==> src/sv/utv_pkg.sv <==
`timescale 1ns / 1ps
// utv_pkg: types and constants shared by the utf-8 text validator
// no dependencies

package utv_pkg;

  localparam int unsigned CodeW = 21;

  // lead byte limits
  localparam logic [7:0] LeadTwoLo   = 8'hC2;
  localparam logic [7:0] LeadTwoHi   = 8'hDF;
  localparam logic [7:0] LeadThreeLo = 8'hE0;
  localparam logic [7:0] LeadThreeHi = 8'hEF;
  localparam logic [7:0] LeadFourLo  = 8'hF0;
  localparam logic [7:0] LeadFourHi  = 8'hF4;
  localparam logic [7:0] AsciiMax    = 8'h7F;

  // code point limits
  localparam logic [CodeW-1:0] MinTwo       = 21'h00080;
  localparam logic [CodeW-1:0] MinThree     = 21'h00800;
  localparam logic [CodeW-1:0] MinFour      = 21'h10000;
  localparam logic [CodeW-1:0] MaxCode      = 21'h10FFFF;
  localparam logic [CodeW-1:0] SurrogateLo  = 21'h0D800;
  localparam logic [CodeW-1:0] SurrogateHi  = 21'h0DFFF;
  localparam logic [CodeW-1:0] C0Max        = 21'h0001F;
  localparam logic [CodeW-1:0] DelCode      = 21'h0007F;
  localparam logic [CodeW-1:0] C1Lo         = 21'h00080;
  localparam logic [CodeW-1:0] C1Hi         = 21'h0009F;

  // continuation counts
  localparam logic [1:0] ContNone  = 2'd0;
  localparam logic [1:0] ContOne   = 2'd1;
  localparam logic [1:0] ContTwo   = 2'd2;
  localparam logic [1:0] ContThree = 2'd3;

  typedef struct packed {
    logic [1:0]       bytes_pending;
    logic [1:0]       sequence_length;
    logic [CodeW-1:0] code_accumulator;
    logic             error_seen;
  } dec_state_t;

  localparam dec_state_t DecStateClear = '{
    bytes_pending:    ContNone,
    sequence_length:  ContNone,
    code_accumulator: '0,
    error_seen:       1'b0
  };

endpackage

==> src/sv/utv_if.sv <==
`timescale 1ns / 1ps
// utv_byte_if and utv_verdict_if: valid/ready channels of the validator
// no dependencies

interface utv_byte_if;
  logic       valid;
  logic       ready;
  logic [7:0] text_byte;
  logic       final_byte;

  modport source (output valid, output text_byte, output final_byte, input ready);
  modport sink   (input valid, input text_byte, input final_byte, output ready);
endinterface

interface utv_verdict_if;
  logic valid;
  logic ready;
  logic text_valid;
  logic string_end;

  modport source (output valid, output text_valid, output string_end, input ready);
  modport sink   (input valid, input text_valid, input string_end, output ready);
endinterface

==> src/sv/utv_step.sv <==
`timescale 1ns / 1ps
// utv_step: next decoder state and running verdict for one byte
// depends on utv_pkg

module utv_step (
  input  utv_pkg::dec_state_t state_i,
  input  logic [7:0]          text_byte_i,
  input  logic                final_byte_i,
  output utv_pkg::dec_state_t state_o,
  output logic                text_valid_o
);

  function automatic logic point_rejected(logic [utv_pkg::CodeW-1:0] cp, logic [1:0] cont);
    logic rej;
    rej = 1'b0;
    if (cont == utv_pkg::ContOne   && cp < utv_pkg::MinTwo)   rej = 1'b1;
    if (cont == utv_pkg::ContTwo   && cp < utv_pkg::MinThree) rej = 1'b1;
    if (cont == utv_pkg::ContThree && cp < utv_pkg::MinFour)  rej = 1'b1;
    if (cp > utv_pkg::MaxCode) rej = 1'b1;
    if (cp >= utv_pkg::SurrogateLo && cp <= utv_pkg::SurrogateHi) rej = 1'b1;
    if (cp <= utv_pkg::C0Max || cp == utv_pkg::DelCode) rej = 1'b1;
    if (cp >= utv_pkg::C1Lo && cp <= utv_pkg::C1Hi) rej = 1'b1;
    return rej;
  endfunction

  utv_pkg::dec_state_t         nxt;
  logic [utv_pkg::CodeW-1:0]   acc_shift;
  logic                        err;
  logic [1:0]                  pend_dec;

  assign acc_shift = {state_i.code_accumulator[utv_pkg::CodeW-7:0], text_byte_i[5:0]};
  assign pend_dec  = state_i.bytes_pending - 2'd1;

  always_comb begin
    nxt = state_i;
    err = 1'b0;
    if (!state_i.error_seen) begin
      if (state_i.bytes_pending == utv_pkg::ContNone) begin
        if (text_byte_i <= utv_pkg::AsciiMax) begin
          err = point_rejected({13'd0, text_byte_i}, utv_pkg::ContNone);
        end else if (text_byte_i >= utv_pkg::LeadTwoLo && text_byte_i <= utv_pkg::LeadTwoHi) begin
          nxt.code_accumulator = {16'd0, text_byte_i[4:0]};
          nxt.sequence_length  = utv_pkg::ContOne;
          nxt.bytes_pending    = utv_pkg::ContOne;
        end else if (text_byte_i >= utv_pkg::LeadThreeLo &&
                     text_byte_i <= utv_pkg::LeadThreeHi) begin
          nxt.code_accumulator = {17'd0, text_byte_i[3:0]};
          nxt.sequence_length  = utv_pkg::ContTwo;
          nxt.bytes_pending    = utv_pkg::ContTwo;
        end else if (text_byte_i >= utv_pkg::LeadFourLo && text_byte_i <= utv_pkg::LeadFourHi) begin
          nxt.code_accumulator = {18'd0, text_byte_i[2:0]};
          nxt.sequence_length  = utv_pkg::ContThree;
          nxt.bytes_pending    = utv_pkg::ContThree;
        end else begin
          err = 1'b1;
        end
      end else if (text_byte_i[7:6] != 2'b10) begin
        err = 1'b1;
      end else begin
        nxt.code_accumulator = acc_shift;
        nxt.bytes_pending    = pend_dec;
        // last continuation: check the whole code point
        if (pend_dec == utv_pkg::ContNone) begin
          if (point_rejected(acc_shift, state_i.sequence_length)) begin
            err = 1'b1;
          end else begin
            nxt.sequence_length  = utv_pkg::ContNone;
            nxt.code_accumulator = '0;
          end
        end
      end
    end
    if (err) begin
      nxt = utv_pkg::DecStateClear;
      nxt.error_seen = 1'b1;
    end

    text_valid_o = !nxt.error_seen;
    if (final_byte_i) begin
      // an open sequence at the end fails the string
      if (nxt.bytes_pending != utv_pkg::ContNone) text_valid_o = 1'b0;
      state_o = utv_pkg::DecStateClear;
    end else begin
      state_o = nxt;
    end
  end

endmodule

==> src/sv/utf8_text_validator.sv <==
`timescale 1ns / 1ps
// utf8_text_validator: top level, input register, decoder state, result register
// depends on utv_pkg, utv_if, utv_step

// Checks a byte string for well-formed utf-8 in a restricted character set, one
// byte per transfer, and returns one verdict per byte. A string ends at the byte
// with final_byte set; its verdict is then complete and all state clears. The
// block takes one byte every clock while the result side keeps ready high: a byte
// is registered on input, decoded combinationally against the held state, and
// its verdict lands in the result register, from which it is offered. Both
// registers stall only when the result side holds off ready.

module utf8_text_validator (
  input  logic                 clk_i,
  input  logic                 rst_ni,
  utv_byte_if.sink             in_i,
  utv_verdict_if.source        out_o
);

  logic       in_valid_q;
  logic [7:0] in_byte_q;
  logic       in_final_q;

  logic       out_valid_q;
  logic       out_text_valid_q;
  logic       out_end_q;

  utv_pkg::dec_state_t state_q, state_d;
  logic                verdict;
  logic                out_free;
  logic                advance;

  assign out_free = !out_valid_q || out_o.ready;
  assign advance  = in_valid_q && out_free;
  assign in_i.ready = !in_valid_q || advance;

  utv_step u_step (
    .state_i      (state_q),
    .text_byte_i  (in_byte_q),
    .final_byte_i (in_final_q),
    .state_o      (state_d),
    .text_valid_o (verdict)
  );

  always_ff @(posedge clk_i or negedge rst_ni) begin
    if (!rst_ni) begin
      in_valid_q  <= 1'b0;
      out_valid_q <= 1'b0;
      state_q     <= utv_pkg::DecStateClear;
    end else begin
      if (in_i.ready) in_valid_q <= in_i.valid;
      if (out_free)   out_valid_q <= in_valid_q;
      if (advance)    state_q <= state_d;
    end
  end

  always_ff @(posedge clk_i) begin
    if (in_i.ready && in_i.valid) begin
      in_byte_q  <= in_i.text_byte;
      in_final_q <= in_i.final_byte;
    end
    if (advance) begin
      out_text_valid_q <= verdict;
      out_end_q        <= in_final_q;
    end
  end

  assign out_o.valid      = out_valid_q;
  assign out_o.text_valid = out_text_valid_q;
  assign out_o.string_end = out_end_q;

endmodule

==> src/flat_wrapper.sv <==
// flat-port wrapper written by rule: the top's interface ports become plain ports
module utf8_text_validator_flat 
  (clk_i, rst_ni, in_i_valid, in_i_text_byte, in_i_final_byte, in_i_ready, out_o_valid, out_o_text_valid, out_o_string_end, out_o_ready);
  utv_byte_if in_i_i ();
  utv_verdict_if out_o_i ();
  input  logic clk_i;
  input  logic rst_ni;
  input wire logic [$bits(in_i_i.valid)-1:0] in_i_valid;
  input wire logic [$bits(in_i_i.text_byte)-1:0] in_i_text_byte;
  input wire logic [$bits(in_i_i.final_byte)-1:0] in_i_final_byte;
  output wire logic [$bits(in_i_i.ready)-1:0] in_i_ready;
  output wire logic [$bits(out_o_i.valid)-1:0] out_o_valid;
  output wire logic [$bits(out_o_i.text_valid)-1:0] out_o_text_valid;
  output wire logic [$bits(out_o_i.string_end)-1:0] out_o_string_end;
  input wire logic [$bits(out_o_i.ready)-1:0] out_o_ready;
  assign in_i_i.valid = in_i_valid;
  assign in_i_i.text_byte = in_i_text_byte;
  assign in_i_i.final_byte = in_i_final_byte;
  assign in_i_ready = in_i_i.ready;
  assign out_o_valid = out_o_i.valid;
  assign out_o_text_valid = out_o_i.text_valid;
  assign out_o_string_end = out_o_i.string_end;
  assign out_o_i.ready = out_o_ready;
  utf8_text_validator u_core (.clk_i(clk_i), .rst_ni(rst_ni), .in_i(in_i_i), .out_o(out_o_i));
endmodule
==> config.mk <==
export PLATFORM = sky130hd
export DESIGN_NAME = utf8_text_validator_flat
export DESIGN_NICKNAME = d
export VERILOG_FILES = /design/src/sv/utv_pkg.sv /design/src/sv/utv_if.sv /design/src/sv/utv_step.sv /design/src/sv/utf8_text_validator.sv /design/src/flat_wrapper.sv
export SDC_FILE = /design/constraint.sdc
export NUM_CORES = 1
export LEC_CHECK = 0
export ABC_AREA = 1
export BUFFER_PORTS_ARGS = -buffer_cell sky130_fd_sc_hd__clkbuf_2
export CAP_MARGIN = 30
export CORE_MARGIN = 1.5
export CORE_UTILIZATION = 59
export DETAILED_ROUTE_END_ITERATION = 8
export GPL_TIMING_DRIVEN = 1
export PLACE_DENSITY = 0.79
export SLEW_MARGIN = 20
export SYNTH_ARGS = -nofsm -noshare
export SYNTH_HDL_FRONTEND = slang
export SYNTH_SLANG_ARGS = --single-unit
==> constraint.sdc <==
create_clock -name clk_i -period 3.1 [get_ports clk_i]
set_clock_uncertainty 0.2 [all_clocks]
set_input_delay 0.155 -clock clk_i [delete_from_list [all_inputs] [get_ports clk_i]]
set_output_delay 0.155 -clock clk_i [all_outputs]
set_load 0.005 [all_outputs]
* Yosys cells after proc, flatten, opt, wreduce, memory -nomap -nowiden
Index checks and enable logic that the tools add are counted.
** Storage, ports and cells
- Register bits after elaboration :: 33
** Cells by class
- Add/sub/neg operators :: 1
- Magnitude comparators :: 19
- Eq/ne operators :: 11
- Multiplexer cells :: 35
- Reductions and logical operators :: 24
** Operators by type and width (count)
- $mux 25 :: 7
- $mux 26 :: 2
- $mux 23 :: 2
- $ge 8x8->1 const B :: 4
- $le 8x8->1 const B :: 4
- $mux 1 :: 24
- $eq 21x7->1 const B :: 1
- $ge 21x16->1 const B :: 1
- $ge 21x8->1 const B :: 1
- $gt 21x21->1 const B :: 1
- $le 21x16->1 const B :: 1
- $le 21x5->1 const B :: 1
- $le 21x8->1 const B :: 1
- $lt 21x12->1 const B :: 1
- $lt 21x17->1 const B :: 1
- $lt 21x8->1 const B :: 1
- $ne 4x3->1 const B :: 3
- $logic_and 1x1->1 :: 11
- $eq 8x7->1 const B :: 1
- $le 8x5->1 const B :: 1
- $le 8x7->1 const B :: 1
- $reduce_and 7->1 :: 1
- $ne 6x2->1 const B :: 1
- $reduce_and 5->1 :: 1
- 10 further kinds :: 17

* Longest topological paths before layout
- Depth in word-level cells :: 22
- Depth in mapped cells :: 19
- Gate-level depth less buffers :: 18

* By module
From an unflattened synthesis, not the netlist that was laid out.
** Unflattened totals
- Cells, all modules :: 483
- Area, all modules :: 3256.9 µm²
** Modules (own cells, without submodules)
- utv_step :: instances 1, cells each 350, area each 1780.5 µm², seq. area each 0.0 µm²
- utf8_text_validator :: instances 1, cells each 133, area each 1476.4 µm², seq. area each 1031.0 µm²

* Worst setup path after synthesis
No wires, ideal clock.
- Path type :: reg-to-reg
- Start point :: register u_core.state_q[24] in the netlist's numbering
- End point :: register u_core.state_q[4] in the netlist's numbering
- Library setup time :: 0.123 ns
- Arrival time :: 1.861 ns
- Data required time :: 2.777 ns
- Setup slack :: 0.916 ns
- Cell stages (with the launch flop) :: 12
- Buffers on the path :: 2
- Clock period less this slack :: 2.184 ns
- Cell sequence :: dfrtp_1 inv_1 ha_1 clkbuf_1 inv_1 nor2_1 nor2_1 nor2_1 nand2_1 nand2_1 buf_2 o21ai_1
** Between the ends
- Cells in the longest elaborated chain, start to end :: 8
** RTL lines
- start, declared :: line utf8_text_validator.sv:28 : utv_pkg::dec_state_t state_q, state_d;
- start signal, assigned :: line utf8_text_validator.sv:49 : state_q <= utv_pkg::DecStateClear;
- start signal, assigned :: line utf8_text_validator.sv:53 : if (advance) state_q <= state_d;
- $sub 2x1->2 :: line utv_step.sv:32 : assign pend_dec = state_i.bytes_pending - 2'd1;
- $logic_not 2->1 :: line utv_step.sv:63 : if (pend_dec == utv_pkg::ContNone) begin
- $mux 1 / $mux 23 (equally long branches) :: line utv_step.sv:63
- $mux 1 / $mux 25 (equally long branches) :: line utv_step.sv:57 : end else if (text_byte_i[7:6] != 2'b10) begin
- $mux 1 / $mux 25 (equally long branches) :: line utv_step.sv:38 : if (state_i.bytes_pending == utv_pkg::ContNone) begin
- $mux 1 / $mux 25 (equally long branches) :: line utv_step.sv:37 : if (!state_i.error_seen) begin
- $ne 6x2->1 (no line) (tied with other cells)
- $reduce_and 5->1 (no line) / $mux 26 (equally long branches)
Parallel ways exist; a longest one is shown, timed or not. The select of a mux whose other input is x is not followed.
A chain may end at the register's enable or synchronous reset.

* Worst setup path in the final report
- Start point :: register u_core.state_q[24] in the netlist's numbering
- End point :: register u_core.state_q[1] in the netlist's numbering
The elaborated chain is that of the path after synthesis.

==> out/qor.yml <==
gr-total-overflow: 0
grt_use_total_pct: 28.21
drive_above_1_share_pct: 12.04
routed_via_density: 5.227
clk_pin_slew_worst_paths_ns: 0.11
wl_um: 4464
hold_viol_final: 0
drc: 0
critPathMaxFanout: 13
grt_pass1_vias: 1595
hold_class: "in -> async"
status: "complete, no violations"
path_cells: "inv_1, ha_1, inv_1, nor2_1, nor2_1, nor2_1, nand2_1, nand2_1, o21ai_1"
cp.arrival_ns: 2.48
wl_met3_um: 243
worst_slew_pin_slew_ns: 0.5673
synth_cell_types: 31
h-tree-depth: 2
routed.top_layer: "met4"
antenna_found_initial: 0
numClockSinks: 33
die_h_um: 60.87
pin_count: 17
max-vdd-ir-drop_v: 0.0003773
cp_common_cell: "nor2_1"
final_max_slew_viol_count: 0
n_antenna_cell: 0
p_clk_share_pct: 18.1
synth_warnings: 0
start_kind: "register"
rr_startpoint: "u_core.state_q[24]"
first_iter_violations: 157
slew_headroom_pct: 62.18
cp_slowest_cell: "dfrtp_1"
swShare_pct: 41.24
endpoint_kind: "register"
synth_nets: 282
clockBufferDepth: 2
dieArea_um2: 3705
final_cells: 343
critPathLaunch: "u_core.state_q[24]"
routed-via-count: 1793
die_w_um: 60.87
syn_area_um2: 1976
cts-buffers-inserted: 5
p_int_w: 0.0007519
clock.fmax_mhz: 405.7
post_cts_buffers: 0
p_seq_share_pct: 42.7
critPathMaxStageDelay_ns: 0.41
num_rows: 20
wl_met1_um: 2150
finalSetupTns_ns: 0
cts_tree: "built"
yosys_register_bits: 33
wl_met2_um: 2008
setup_viol: 0
switchingPower_w: 0.0005276
initial_core_util_pct: 63.16
layout_common_cells: "nand2_1 (68), inv_1 (38), nor2_1 (31)"
root_buffer: "clkbuf_4"
rsz0062_at_grt: "false"
ant_nets: 0
path_class: "reg -> reg"
netlist_instances: 267
combPwrFrac_pct: 39.2
wire_per_inst_um: 13.01
pwr_density_cell_nw_per_um2: 565.3
insertion_delay_ns: 0.34
leakagePower_nw: 1.087
synth-seq-area-share_pct: 44.59
grt_first_pass_wirelength_um: 7445
cp.required_ns: 3.11
core_um2: 3128
cap_violations: 0
period_share_pct: 79.52
seq_area_um2: 880.8
multi_input_area_um2: 912.1
postSynthAreaPerCell_um2: 7.399
dp_cells: 322
first_pass_iters: 4
hpwl_um: 3260
place.gp.congestion: 0.9161
nNetsFinal: 313
n_fill_cell: 278
syn_to_final_growth_pct: 14.57
io_buffer_count: 16
period_needed_ns: 2.465
grt_start_max_net_pins: 23
final_common_cell: "nand2_1"
-- cell families (layout without fill, tap and decap cells) --
logic type                 count (synthesis)  count (layout)  synth area share, %
DFF                                       33              33                44.59
adders and majority gates                  2               2                1.266
and+or+nand+nor                          155             155                35.78
AOI/OAI and AO/OA                         31              31                9.121
buffers and inverters                     46              78                9.246
-- flip-flops by register name (all words and copies together), names as in the netlist --
name / cells
u_core.state_q: 20
u_core.out_o.valid: 1
u_core.out_o.string_end: 1
u_core.out_o.text_valid: 1
u_core.in_final_q: 1
u_core.in_byte_q: 8
u_core.in_valid_q: 1
-- power by group through the flow --
| stage | Clock [W] | Sequential [W] | Combinational (W) |
|---|---|---|---|
| after CTS | 0.000238 | 0.000545 | 0.000496 |
| final | 0.000231 | 0.000547 | 0.000501 |
| after detailed placement | 0 | 0.000554 | 0.000479 |
| after global routing | 0.000260 | 0.000552 | 0.000564 |
| after global placement | 0 | 0.000553 | 0.000474 |
| after floorplan | 0 | 0.000541 | 0.000386 |
-- Yosys cell counts --
cell | number | area share (%)
a21oi_1 | 2 | 0.51
clkbuf_2 | 1 | 0.25
buf_6 | 1 | 0.57
nand4_1 | 3 | 0.95
o211ai_1 | 3 | 1.1
a21boi_0 | 1 | 0.38
o21ai_0 | 16 | 4.1
nand3b_1 | 1 | 0.38
clkinv_1 | 2 | 0.38
o21ai_1 | 6 | 1.5
clkbuf_1 | 2 | 0.38
dfrtp_1 | 22 | 28
nand2_4 | 1 | 0.57
nand2_1 | 68 | 13
nor3_1 | 12 | 3.0
nand3_4 | 1 | 0.89
inv_1 | 38 | 7.2
nor2_4 | 3 | 1.7
nand3_1 | 27 | 6.8
a21oi_4 | 1 | 0.82
o22ai_1 | 1 | 0.32
edfxtp_1 | 11 | 17
nand2_2 | 4 | 1.3
buf_2 | 1 | 0.25
inv_2 | 1 | 0.19
a211oi_1 | 1 | 0.38
nor3b_1 | 1 | 0.38
nor2_1 | 31 | 5.9
ha_1 | 2 | 1.3
nor2_2 | 2 | 0.63
nor4_1 | 1 | 0.32
-- per-layer routing --
metal  vias up  GRT usage (%)
met1       814          40.66
met4         0          9.317
li1        923              -
met3         5          6.397
met5         -              0
met2        51          42.40
-- area by class of cell --
| type | instances | share of cell area, % |
|---|---|---|
| Tap cell | 44 | 2.432 |
| Timing Repair Buffer | 29 | 9.287 |
| Clock inverter | 2 | 0.4422 |
| Multi-Input combinational cell | 188 | 40.30 |
| Clock buffer | 6 | 1.824 |
| Inverter | 41 | 6.799 |
| Sequential cell | 33 | 38.92 |
-- per-stage QoR --
stage | hold slack (ns) | util (%) | setup WS [ns] | total power (W) | area, um^2
floorplan | -0.3406 | - | 0.9160 | 0.0009264 | 1976
CTS | 0.1214 | 72.36 | 0.6610 | 0.001279 | 2263
detailed placement | -0.03080 | 66.56 | 0.6736 | 0.001033 | 2082
global route | 0.1713 | 72.36 | 0.4049 | 0.001376 | 2263
finish | 0.1266 | 72.36 | 0.6348 | 0.001279 | 2263
global placement | -0.03441 | 66.56 | 0.6491 | 0.001027 | 2082
-- what timing repair did --
item                      4_1_cts  5_1_grt
resized for setup               0        0
hold buffers                   13        0
hold endpoints to repair       33        0
-- worst max-delay path: cells and delay by family (launching register included) --
family,cells,cell delay (ns)
adder cells (fa/ha/maj),1,0.31
flip-flops,1,0.41
buffers and inverters,2,0.29
AND/OR/NAND/NOR,5,0.99
AO/OA/AOI/OAI,1,0.13
-- path summary, 6_finish.rpt --
path,cells past startpoint,slack [ns],to
worst max-delay path,9,0.63,u_core.state_q[1]
worst min-delay path,2,0.13,u_core.state_q[8]
worst max register to register,9,0.63,u_core.state_q[1]
worst min register to register,2,0.31,u_core.state_q[12]
max in group asynchronous,2,2.20,u_core.state_q[1]
min in group clk_i,2,0.31,u_core.state_q[12]
Power figures use the tool's default switching activity.
